## src/alr_pkg.sv

```systemverilog
// Shared types and constants of the anti-aliased line rasterizer.
package alr_pkg;

   localparam int COORD_W = 6;
   localparam int COLOR_W = 8;
   localparam int SIDE_W  = 8;
   localparam int ERR_W   = 7;
   localparam int PROD_W  = 15;

   localparam logic MODE_MOVE = 1'b0;
   localparam logic MODE_LINE = 1'b1;

   // One classified line, handed from the front to the back.
   typedef struct packed {
      logic [COORD_W-1:0] start_x;
      logic [COORD_W-1:0] start_y;
      logic [COORD_W-1:0] major_len;
      logic [COORD_W-1:0] minor_len;
      logic               steep;
      logic               down;
      logic               vertical;
      logic [COLOR_W-1:0] red;
      logic [COLOR_W-1:0] green;
      logic [COLOR_W-1:0] blue;
   } cmd_type;

   // One pixel step as it leaves the block.
   typedef struct packed {
      logic [COORD_W-1:0]       main_x;
      logic [COORD_W-1:0]       main_y;
      logic [COLOR_W-1:0]       main_red;
      logic [COLOR_W-1:0]       main_green;
      logic [COLOR_W-1:0]       main_blue;
      logic signed [SIDE_W-1:0] side_x;
      logic signed [SIDE_W-1:0] side_y;
      logic [COLOR_W-1:0]       side_level;
      logic                     side_valid;
      logic                     last;
   } rsp_type;

   typedef enum logic [1:0] {
      BACK_IDLE,
      BACK_LOAD,
      BACK_DIVIDE,
      BACK_EMIT
   } back_state_type;

endpackage

```

## src/alr_fifo.sv

```systemverilog
// Small register-based queue used between the stages and at the result port.
module alr_fifo #(
   parameter int WIDTH = 8,
   parameter int DEPTH = 2
) (
   input  logic             clock,
   input  logic             reset,
   input  logic             push,
   input  logic [WIDTH-1:0] wr_data,
   output logic             full,
   input  logic             pop,
   output logic [WIDTH-1:0] rd_data,
   output logic             empty
);
   localparam int AW = (DEPTH > 1) ? $clog2(DEPTH) : 1;
   localparam int CW = $clog2(DEPTH + 1);

   logic [WIDTH-1:0] mem_ff [DEPTH];
   logic [AW-1:0]    wr_ptr_ff, wr_ptr_in;
   logic [AW-1:0]    rd_ptr_ff, rd_ptr_in;
   logic [CW-1:0]    count_ff, count_in;
   logic             do_push, do_pop;

   assign full    = (count_ff == CW'(DEPTH));
   assign empty   = (count_ff == '0);
   assign do_push = push && !full;
   assign do_pop  = pop && !empty;
   assign rd_data = mem_ff[rd_ptr_ff];

   always_comb begin
      wr_ptr_in = wr_ptr_ff;
      rd_ptr_in = rd_ptr_ff;
      count_in  = count_ff;
      if (do_push) begin
         wr_ptr_in = (wr_ptr_ff == AW'(DEPTH - 1)) ? '0 : wr_ptr_ff + 1'b1;
      end
      if (do_pop) begin
         rd_ptr_in = (rd_ptr_ff == AW'(DEPTH - 1)) ? '0 : rd_ptr_ff + 1'b1;
      end
      if (do_push && !do_pop) begin
         count_in = count_ff + 1'b1;
      end else if (do_pop && !do_push) begin
         count_in = count_ff - 1'b1;
      end
   end

   always_ff @(posedge clock) begin
      if (reset) begin
         wr_ptr_ff <= '0;
         rd_ptr_ff <= '0;
         count_ff  <= '0;
      end else begin
         wr_ptr_ff <= wr_ptr_in;
         rd_ptr_ff <= rd_ptr_in;
         count_ff  <= count_in;
      end
   end

   always_ff @(posedge clock) begin
      if (do_push) begin
         mem_ff[wr_ptr_ff] <= wr_data;
      end
   end

endmodule

```

## src/alr_front.sv

```systemverilog
// Front stage: takes commands, tracks the pen, and classifies each line.
module alr_front #(
   parameter int MAX_COORD = 63
) (
   input  logic                clock,
   input  logic                reset,
   input  logic                push,
   output logic                full,
   input  logic                mode,
   input  logic [5:0]          target_x,
   input  logic [5:0]          target_y,
   input  logic [7:0]          pen_red,
   input  logic [7:0]          pen_green,
   input  logic [7:0]          pen_blue,
   input  logic                queue_full,
   output logic                cmd_push,
   output alr_pkg::cmd_type    cmd_data
);
   import alr_pkg::*;

   localparam logic [COORD_W-1:0] MaxCoordC = COORD_W'(MAX_COORD);

   logic [COORD_W-1:0] cur_x_ff, cur_y_ff;
   logic [COLOR_W-1:0] cur_red_ff, cur_green_ff, cur_blue_ff;
   logic [COORD_W-1:0] tx, ty;
   logic [COORD_W-1:0] x0, y0, x1, y1, dx, ady, v_lo, v_len;
   logic               accept, vertical, above, swap, down, steep;

   assign full   = queue_full;
   assign accept = push && !queue_full;

   assign tx = (target_x > MaxCoordC) ? MaxCoordC : target_x;
   assign ty = (target_y > MaxCoordC) ? MaxCoordC : target_y;

   always_comb begin
      vertical = (cur_x_ff == tx);
      above    = (cur_y_ff > ty);
      v_lo     = above ? ty : cur_y_ff;
      v_len    = above ? (cur_y_ff - ty) : (ty - cur_y_ff);

      // Sloped lines are always walked from the left end.
      swap  = (cur_x_ff > tx);
      x0    = swap ? tx : cur_x_ff;
      y0    = swap ? ty : cur_y_ff;
      x1    = swap ? cur_x_ff : tx;
      y1    = swap ? cur_y_ff : ty;
      dx    = x1 - x0;
      down  = (y1 < y0);
      ady   = down ? (y0 - y1) : (y1 - y0);
      steep = (ady > dx);

      if (vertical) begin
         cmd_data.start_x   = cur_x_ff;
         cmd_data.start_y   = v_lo;
         cmd_data.major_len = v_len;
         cmd_data.minor_len = '0;
         cmd_data.steep     = 1'b0;
         cmd_data.down      = 1'b0;
         cmd_data.vertical  = 1'b1;
         // The column takes the color of its lower end.
         cmd_data.red       = above ? pen_red   : cur_red_ff;
         cmd_data.green     = above ? pen_green : cur_green_ff;
         cmd_data.blue      = above ? pen_blue  : cur_blue_ff;
      end else begin
         cmd_data.start_x   = x0;
         cmd_data.start_y   = y0;
         cmd_data.major_len = steep ? ady : dx;
         cmd_data.minor_len = steep ? dx : ady;
         cmd_data.steep     = steep;
         cmd_data.down      = down;
         cmd_data.vertical  = 1'b0;
         cmd_data.red       = pen_red;
         cmd_data.green     = pen_green;
         cmd_data.blue      = pen_blue;
      end

      cmd_push = accept && (mode == MODE_LINE) && (cmd_data.major_len != '0);
   end

   always_ff @(posedge clock) begin
      if (reset) begin
         cur_x_ff     <= '0;
         cur_y_ff     <= '0;
         cur_red_ff   <= '0;
         cur_green_ff <= '0;
         cur_blue_ff  <= '0;
      end else if (accept) begin
         cur_x_ff     <= tx;
         cur_y_ff     <= ty;
         cur_red_ff   <= pen_red;
         cur_green_ff <= pen_green;
         cur_blue_ff  <= pen_blue;
      end
   end

endmodule

```

## src/alr_back.sv

```systemverilog
// Back stage: walks each line and computes gray levels with a serial divider.
module alr_back (
   input  logic             clock,
   input  logic             reset,
   input  logic             cmd_empty,
   input  alr_pkg::cmd_type cmd_data,
   output logic             cmd_pop,
   input  logic             rsp_full,
   output logic             rsp_push,
   output alr_pkg::rsp_type rsp_data
);
   import alr_pkg::*;

   back_state_type     state_ff, state_in;
   logic [COORD_W-1:0] x_ff, x_in, y_ff, y_in;
   logic [COORD_W-1:0] major_ff, major_in, minor_ff, minor_in;
   logic [COORD_W-1:0] count_ff, count_in;
   logic               steep_ff, steep_in, down_ff, down_in, vert_ff, vert_in;
   logic [COLOR_W-1:0] red_ff, red_in, green_ff, green_in, blue_ff, blue_in;
   logic [ERR_W-1:0]   err_ff, err_in;
   logic [COORD_W-1:0] rem_ff, rem_in;
   logic [COLOR_W-1:0] quo_ff, quo_in;
   logic [2:0]         bit_ff, bit_in;
   logic [PROD_W-1:0]  product;
   logic [COORD_W:0]   trial;
   logic               trial_ge;
   logic [ERR_W-1:0]   err_sum;
   logic               wrap;
   logic [COORD_W-1:0] y_step;
   logic [SIDE_W-1:0]  wide_x, wide_y;

   always_comb begin
      state_in = state_ff;
      x_in     = x_ff;
      y_in     = y_ff;
      major_in = major_ff;
      minor_in = minor_ff;
      count_in = count_ff;
      steep_in = steep_ff;
      down_in  = down_ff;
      vert_in  = vert_ff;
      red_in   = red_ff;
      green_in = green_ff;
      blue_in  = blue_ff;
      err_in   = err_ff;
      rem_in   = rem_ff;
      quo_in   = quo_ff;
      bit_in   = bit_ff;
      cmd_pop  = 1'b0;
      rsp_push = 1'b0;

      // 255 * err, and one restoring divide step by the major length.
      product  = {err_ff, 8'b0} - {8'b0, err_ff};
      trial    = {rem_ff, quo_ff[COLOR_W-1]};
      trial_ge = (trial >= {1'b0, major_ff});

      // Error update for the next step of a sloped line.
      err_sum = err_ff + {1'b0, minor_ff};
      wrap    = (err_sum >= {1'b0, major_ff});
      y_step  = (steep_ff || wrap) ? COORD_W'(1) : '0;

      unique case (state_ff)
         BACK_IDLE: begin
            if (!cmd_empty) begin
               cmd_pop  = 1'b1;
               x_in     = cmd_data.start_x;
               y_in     = cmd_data.start_y;
               major_in = cmd_data.major_len;
               minor_in = cmd_data.minor_len;
               count_in = cmd_data.major_len;
               steep_in = cmd_data.steep;
               down_in  = cmd_data.down;
               vert_in  = cmd_data.vertical;
               red_in   = cmd_data.red;
               green_in = cmd_data.green;
               blue_in  = cmd_data.blue;
               err_in   = {1'b0, cmd_data.minor_len};
               state_in = cmd_data.vertical ? BACK_EMIT : BACK_LOAD;
            end
         end
         BACK_LOAD: begin
            // The quotient never exceeds 255, so the top bits are already a remainder.
            rem_in   = product[13:8];
            quo_in   = product[7:0];
            bit_in   = '0;
            state_in = BACK_DIVIDE;
         end
         BACK_DIVIDE: begin
            rem_in = trial_ge ? COORD_W'(trial - {1'b0, major_ff}) : trial[COORD_W-1:0];
            quo_in = {quo_ff[COLOR_W-2:0], trial_ge};
            bit_in = bit_ff + 1'b1;
            if (bit_ff == 3'd7) begin
               state_in = BACK_EMIT;
            end
         end
         BACK_EMIT: begin
            if (!rsp_full) begin
               rsp_push = 1'b1;
               count_in = count_ff - 1'b1;
               if (vert_ff) begin
                  y_in = y_ff + 1'b1;
               end else begin
                  err_in = wrap ? (err_sum - {1'b0, major_ff}) : err_sum;
                  x_in   = x_ff + ((steep_ff && !wrap) ? '0 : COORD_W'(1));
                  y_in   = down_ff ? (y_ff - y_step) : (y_ff + y_step);
               end
               if (count_ff == COORD_W'(1)) begin
                  state_in = BACK_IDLE;
               end else if (!vert_ff) begin
                  state_in = BACK_LOAD;
               end
            end
         end
         default: state_in = BACK_IDLE;
      endcase
   end

   always_comb begin
      wide_x = {2'b00, x_ff};
      wide_y = {2'b00, y_ff};
      rsp_data.main_x = x_ff;
      rsp_data.main_y = y_ff;
      rsp_data.last   = (count_ff == COORD_W'(1));
      if (vert_ff) begin
         rsp_data.main_red   = red_ff;
         rsp_data.main_green = green_ff;
         rsp_data.main_blue  = blue_ff;
         rsp_data.side_x     = '0;
         rsp_data.side_y     = '0;
         rsp_data.side_level = '0;
         rsp_data.side_valid = 1'b0;
      end else begin
         rsp_data.main_red   = quo_ff;
         rsp_data.main_green = quo_ff;
         rsp_data.main_blue  = quo_ff;
         rsp_data.side_x     = steep_ff ? $signed(wide_x + 8'd1) : $signed(wide_x);
         if (steep_ff) begin
            rsp_data.side_y = $signed(wide_y);
         end else if (down_ff) begin
            rsp_data.side_y = $signed(wide_y - 8'd1);
         end else begin
            rsp_data.side_y = $signed(wide_y + 8'd1);
         end
         rsp_data.side_level = ~quo_ff;
         rsp_data.side_valid = 1'b1;
      end
   end

   always_ff @(posedge clock) begin
      if (reset) begin
         state_ff <= BACK_IDLE;
         count_ff <= '0;
         bit_ff   <= '0;
      end else begin
         state_ff <= state_in;
         count_ff <= count_in;
         bit_ff   <= bit_in;
      end
   end

   always_ff @(posedge clock) begin
      x_ff     <= x_in;
      y_ff     <= y_in;
      major_ff <= major_in;
      minor_ff <= minor_in;
      steep_ff <= steep_in;
      down_ff  <= down_in;
      vert_ff  <= vert_in;
      red_ff   <= red_in;
      green_ff <= green_in;
      blue_ff  <= blue_in;
      err_ff   <= err_in;
      rem_ff   <= rem_in;
      quo_ff   <= quo_in;
   end

endmodule

```

## src/antialiased_line_rasterizer.sv

```systemverilog
// Top level of the anti-aliased line rasterizer for a 64x64 tile.
//
// The block draws lines pen-style: a move beat sets the current point and color, a line
// beat draws from the current point to the target and then makes the target current.
// Vertical lines produce one pen-colored pixel per row, from the lower end up to but
// excluding the upper end. Every other line produces one result beat per step along its
// major axis, each carrying a main pixel with gray level floor(255*e) and a neighbor
// with 255 minus that level, where e is an exact rational error term. Moves and
// zero-length lines produce no result beat. Target coordinates above MAX_COORD are
// clamped to MAX_COORD. Command beats enter through a front stage that tracks the pen and
// classifies the line, then wait in a small command queue; a back stage walks the line
// and writes result beats into a small result queue. Every step of a sloped line runs an
// operand setup, the shared restoring divider that forms the gray level, and a write of
// the result beat. A vertical line produces one pixel per cycle while the result queue
// is not full. The front accepts new command beats while the back is busy until the
// command queue holds CMD_DEPTH lines, and results wait in the result queue for pop.
module antialiased_line_rasterizer #(
   parameter int MAX_COORD = 63,
   parameter int CMD_DEPTH = 2,
   parameter int RSP_DEPTH = 2
) (
   input  logic              clock,
   input  logic              reset,
   input  logic              push,
   output logic              full,
   input  logic              req_mode,
   input  logic [5:0]        req_target_x,
   input  logic [5:0]        req_target_y,
   input  logic [7:0]        req_pen_red,
   input  logic [7:0]        req_pen_green,
   input  logic [7:0]        req_pen_blue,
   output logic              empty,
   input  logic              pop,
   output logic [5:0]        rsp_main_x,
   output logic [5:0]        rsp_main_y,
   output logic [7:0]        rsp_main_red,
   output logic [7:0]        rsp_main_green,
   output logic [7:0]        rsp_main_blue,
   output logic signed [7:0] rsp_side_x,
   output logic signed [7:0] rsp_side_y,
   output logic [7:0]        rsp_side_level,
   output logic              rsp_side_valid,
   output logic              rsp_last
);
   import alr_pkg::*;

   cmd_type front_cmd, back_cmd;
   rsp_type back_rsp, out_rsp;
   logic    cmd_push, cmd_full, cmd_pop, cmd_empty;
   logic    rsp_push, rsp_full;

   // Front: pen tracking and line classification.
   alr_front #(
      .MAX_COORD(MAX_COORD)
   ) u_front (
      .clock      (clock),
      .reset      (reset),
      .push       (push),
      .full       (full),
      .mode       (req_mode),
      .target_x   (req_target_x),
      .target_y   (req_target_y),
      .pen_red    (req_pen_red),
      .pen_green  (req_pen_green),
      .pen_blue   (req_pen_blue),
      .queue_full (cmd_full),
      .cmd_push   (cmd_push),
      .cmd_data   (front_cmd)
   );

   // Classified lines wait here so the front and back stall independently.
   alr_fifo #(
      .WIDTH($bits(cmd_type)),
      .DEPTH(CMD_DEPTH)
   ) u_cmd_queue (
      .clock   (clock),
      .reset   (reset),
      .push    (cmd_push),
      .wr_data (front_cmd),
      .full    (cmd_full),
      .pop     (cmd_pop),
      .rd_data (back_cmd),
      .empty   (cmd_empty)
   );

   // Back: line walker with the serial gray-level divider.
   alr_back u_back (
      .clock     (clock),
      .reset     (reset),
      .cmd_empty (cmd_empty),
      .cmd_data  (back_cmd),
      .cmd_pop   (cmd_pop),
      .rsp_full  (rsp_full),
      .rsp_push  (rsp_push),
      .rsp_data  (back_rsp)
   );

   // Result queue: the oldest pixel step is presented while empty is low.
   alr_fifo #(
      .WIDTH($bits(rsp_type)),
      .DEPTH(RSP_DEPTH)
   ) u_rsp_queue (
      .clock   (clock),
      .reset   (reset),
      .push    (rsp_push),
      .wr_data (back_rsp),
      .full    (rsp_full),
      .pop     (pop),
      .rd_data (out_rsp),
      .empty   (empty)
   );

   assign rsp_main_x     = out_rsp.main_x;
   assign rsp_main_y     = out_rsp.main_y;
   assign rsp_main_red   = out_rsp.main_red;
   assign rsp_main_green = out_rsp.main_green;
   assign rsp_main_blue  = out_rsp.main_blue;
   assign rsp_side_x     = out_rsp.side_x;
   assign rsp_side_y     = out_rsp.side_y;
   assign rsp_side_level = out_rsp.side_level;
   assign rsp_side_valid = out_rsp.side_valid;
   assign rsp_last       = out_rsp.last;

endmodule

```

## config.mk

```make
export PLATFORM = sky130hd
export DESIGN_NAME = antialiased_line_rasterizer
export DESIGN_NICKNAME = d
export VERILOG_FILES = /design/src/alr_pkg.sv /design/src/alr_fifo.sv /design/src/alr_front.sv /design/src/alr_back.sv /design/src/antialiased_line_rasterizer.sv
export SDC_FILE = /design/constraint.sdc
export NUM_CORES = 1
export LEC_CHECK = 0
export BUFFER_PORTS_ARGS = -buffer_cell sky130_fd_sc_hd__buf_2
export CAP_MARGIN = 20
export CORE_MARGIN = 3
export CORE_UTILIZATION = 30
export CTS_BUF_LIST = sky130_fd_sc_hd__clkbuf_2
export CTS_CLUSTER_DIAMETER = 200
export CTS_CLUSTER_SIZE = 30
export DETAILED_ROUTE_END_ITERATION = 6
export SLEW_MARGIN = 40
export SYNTH_ARGS = -nofsm -noshare
export SYNTH_HDL_FRONTEND = slang
export SYNTH_SLANG_ARGS = --single-unit
```

## constraint.sdc

```tcl
create_clock -name clock -period 11.35 [get_ports clock]
set_input_delay 2.27 -clock clock [delete_from_list [all_inputs] [get_ports clock]]
set_output_delay 2.27 -clock clock [all_outputs]
set_load 0.01 [all_outputs]
```

==> metrics.csv <==
metric,value,unit
routabilityCongestion,0.863,
tightest_slew,782,ps
synth_seq_area_share,57.3,%
post-cts-setup-buffers,0,
slew_violations,0,
startpoint_type,primary input,
synth-edff-count,296,
synth_top_cell_by_area,edfxtp_1,
firstDrtPassIters,5,
grt.total_usage,12.7,%
hold_class,reg -> reg,
core,57000,µm²
cap_violations,0,
cp_max_fo,29,
clock_latency,1010,ps
cts_tree,done,
cts_max_path_buffers,3,
cts.hold.buffers_added,0,
fin_util,33.3,%
drc_errors,0,
status,finished clean,
cts_inserted_buffers,15,
antenna_found_initial,7,
dp_hpwl,28200,µm
chipWidth,248,µm
grt_pass1_vias,10900,
synth-seq-cells,353,
vias,11000,
htree_levels,1,
drt-total-wl,39300,µm
synth_ff_type,edfxtp_1,
synthTopCellsByCount,"edfxtp_1, nand2_1, mux2_2",
syn_nets,1595,
grt-ovfl-total,0,
n_fill_cell,5757,
area_growth,8.54,%
worstSetupPathType,in -> reg,
clk_root_buffer_cell,clkbuf_2,
fin_skew,130,ps
yosysMostFrequentCell,edfxtp_1,
layout-drive-gt1-share,20.4,%
fin_nets,1663,
cellLeakagePower,6.86,nW
worstPathArrival,10050,ps
worstSetupEndpoint,u_cmd_queue.mem_ff[1][47]$_DFFE_PP_,
cts_sinks,353,
relSlewSlack,47.8,%
vdd_ir_drop_max,146,µV
p_per_area,240,nW/µm²
clk_pin_slew,490,ps
crit_path_end_kind,register,
rr_worst_depth,28,
die_y,248,µm
netlist.area_leader.share,50.8,%
yosys_warnings,0,
synth_cells,1482,
rows,87,
pin_count,105,
slowest_stage,a31oi_4,
synth_area,17500,µm²
setup_ws,2030,ps
r2r-start,u_front.cur_x_ff[2]$_SDFFE_PP0P_,
io_buffer_count,103,
postSynth.asyncResetShare,0,%
fin_tns_setup,0,ps
r2r_end,u_cmd_queue.mem_ff[1][47]$_DFFE_PP_,
dieArea,61300,µm²
slowest_delay,650,ps
setup_viol,0,
drt-wirelength-per-cell,16.9,µm
antenna_left,0,
reg2reg_setup_slack,3010,ps
post-route-period-util,82.1,%
hold_viol,0,
required,12080,ps
ys_top_cells_by_area,"edfxtp_1, mux2_2, dfxtp_1",
pre_cts_ws,1050,ps
ys_types,84,
fmax,107,MHz
initial_core_util,30.7,%
grt_max_degree,62,
cp_common_cell,ha_1,
critPathLaunch,req_target_x[3],
cts-resized-gates,0,
drt_iter0_drc,693,
period_needed,9320,ps
hold_start,u_front.cur_green_ff[2]$_SDFFE_PP0P_,
rsz0062_at_grt,no,
grt_pass1_wl,61500,µm
syn_area_per_cell,11.8,µm²
viasPerCell,4.77,
[cell usage in the layout (no fill, tap or decap), types with 55 or more instances in the layout]
cell      netlist  routed
a21oi_1       101     101
nor2_1         91      90
edfxtp_1      296     296
buf_2           6     103
nand2_1       208     207
inv_1          68      68
o21ai_0        70      69
dfxtp_1        57      55
ha_1           66      64
mux2_2        133     133
[registers in the layout, summed over array words and instances, names as in the netlist, 3 cells and up, named ones only]
signal and count:
u_back.major_ff 6, u_front.cur_green_ff 8, u_back.err_ff 7, u_front.cur_y_ff 6
u_back.blue_ff 8, u_back.minor_ff 6, u_front.cur_blue_ff 8, u_back.bit_ff 3
u_back.y_ff 6, u_back.x_ff 6, u_front.cur_red_ff 8, u_back.rem_ff 6
u_back.count_ff 6, u_cmd_queue.mem_ff 102, u_back.red_ff 8, u_rsp_queue.mem_ff 122
u_front.cur_x_ff 6, u_back.quo_ff 8, u_back.green_ff 8
[routing by layer]
layer	vias up	share of wire, %	track usage [%]
li1	5468	-	-
met1	5320	45	16.8
met2	219	50	22.1
met3	37	3.8	1.54
met4	2	1.6	2.80
met5	-	0.023	0
[final cells by class]
type                    instances  area (µm²)  share of cell area, %
flip-flops and latches        353       10000                   52.8
multi-input cells             990        6960                   36.6
well taps                     756         946                   4.98
repair buffers                119         659                   3.47
inverters                      71         268                   1.41
clock buffers                  21         105                  0.553
diodes                          6        15.0                 0.0790
clock inverters                 2        12.5                 0.0659
[worst min path at each step]
stage | to | depth (start not counted)
detailed placement | u_front.cur_green_ff[3]$_SDFFE_PP0P_ | 2
global placement | u_front.cur_red_ff[1]$_SDFFE_PP0P_ | 2
finish | u_front.cur_green_ff[2]$_SDFFE_PP0P_ | 2
floorplan | u_front.cur_blue_ff[0]$_SDFFE_PP0P_ | 2
global route | u_front.cur_green_ff[5]$_SDFFE_PP0P_ | 2
CTS | u_front.cur_blue_ff[6]$_SDFFE_PP0P_ | 2
[critical path: cells and delay by family]
kind | cells | cell delay, ps
muxes | 2 | 440
AOI/OAI and AO/OA | 11 | 2950
buffers and inverters | 6 | 1400
and+or+nand+nor | 6 | 1450
xor gates and xnor gates | 2 | 450
adders and majority gates | 3 | 1070
[power by group]
group	switching (mW)	internal, mW	total [mW]	leakage (nW)
Combinational	1.28	0.849	2.13	3.57
Clock	0.359	0.0495	0.408	0.0956
Sequential	0.176	1.85	2.02	3.19
[logic make-up (layout without fill, tap and decap cells)]
| logic type | count (synthesis) | count (layout) | share of synthesized area [%] |
|---|---|---|---|
| compound gates | 279 | 279 | 10.3 |
| flops | 353 | 353 | 57.3 |
| xor+xnor | 54 | 54 | 2.75 |
| mux | 162 | 162 | 10.2 |
| fa+ha+maj | 72 | 72 | 5.41 |
| buf+inv | 139 | 213 | 3.14 |
| simple gates | 422 | 422 | 10.8 |
| other cells | 1 | 7 | 0.0214 |
[per-stage QoR]
stage	instances	cell area (µm²)	power, mW	hold slack, ps
final	2318	19000	4.56	464
after global routing	2314	19000	4.94	488
after CTS	2312	19000	4.62	465
after detailed placement	2289	18900	4.20	445
after global placement	2289	18800	4.16	438
after floorplan	1482	17500	3.58	433
No activity file was read; power rests on OpenSTA's default activity.
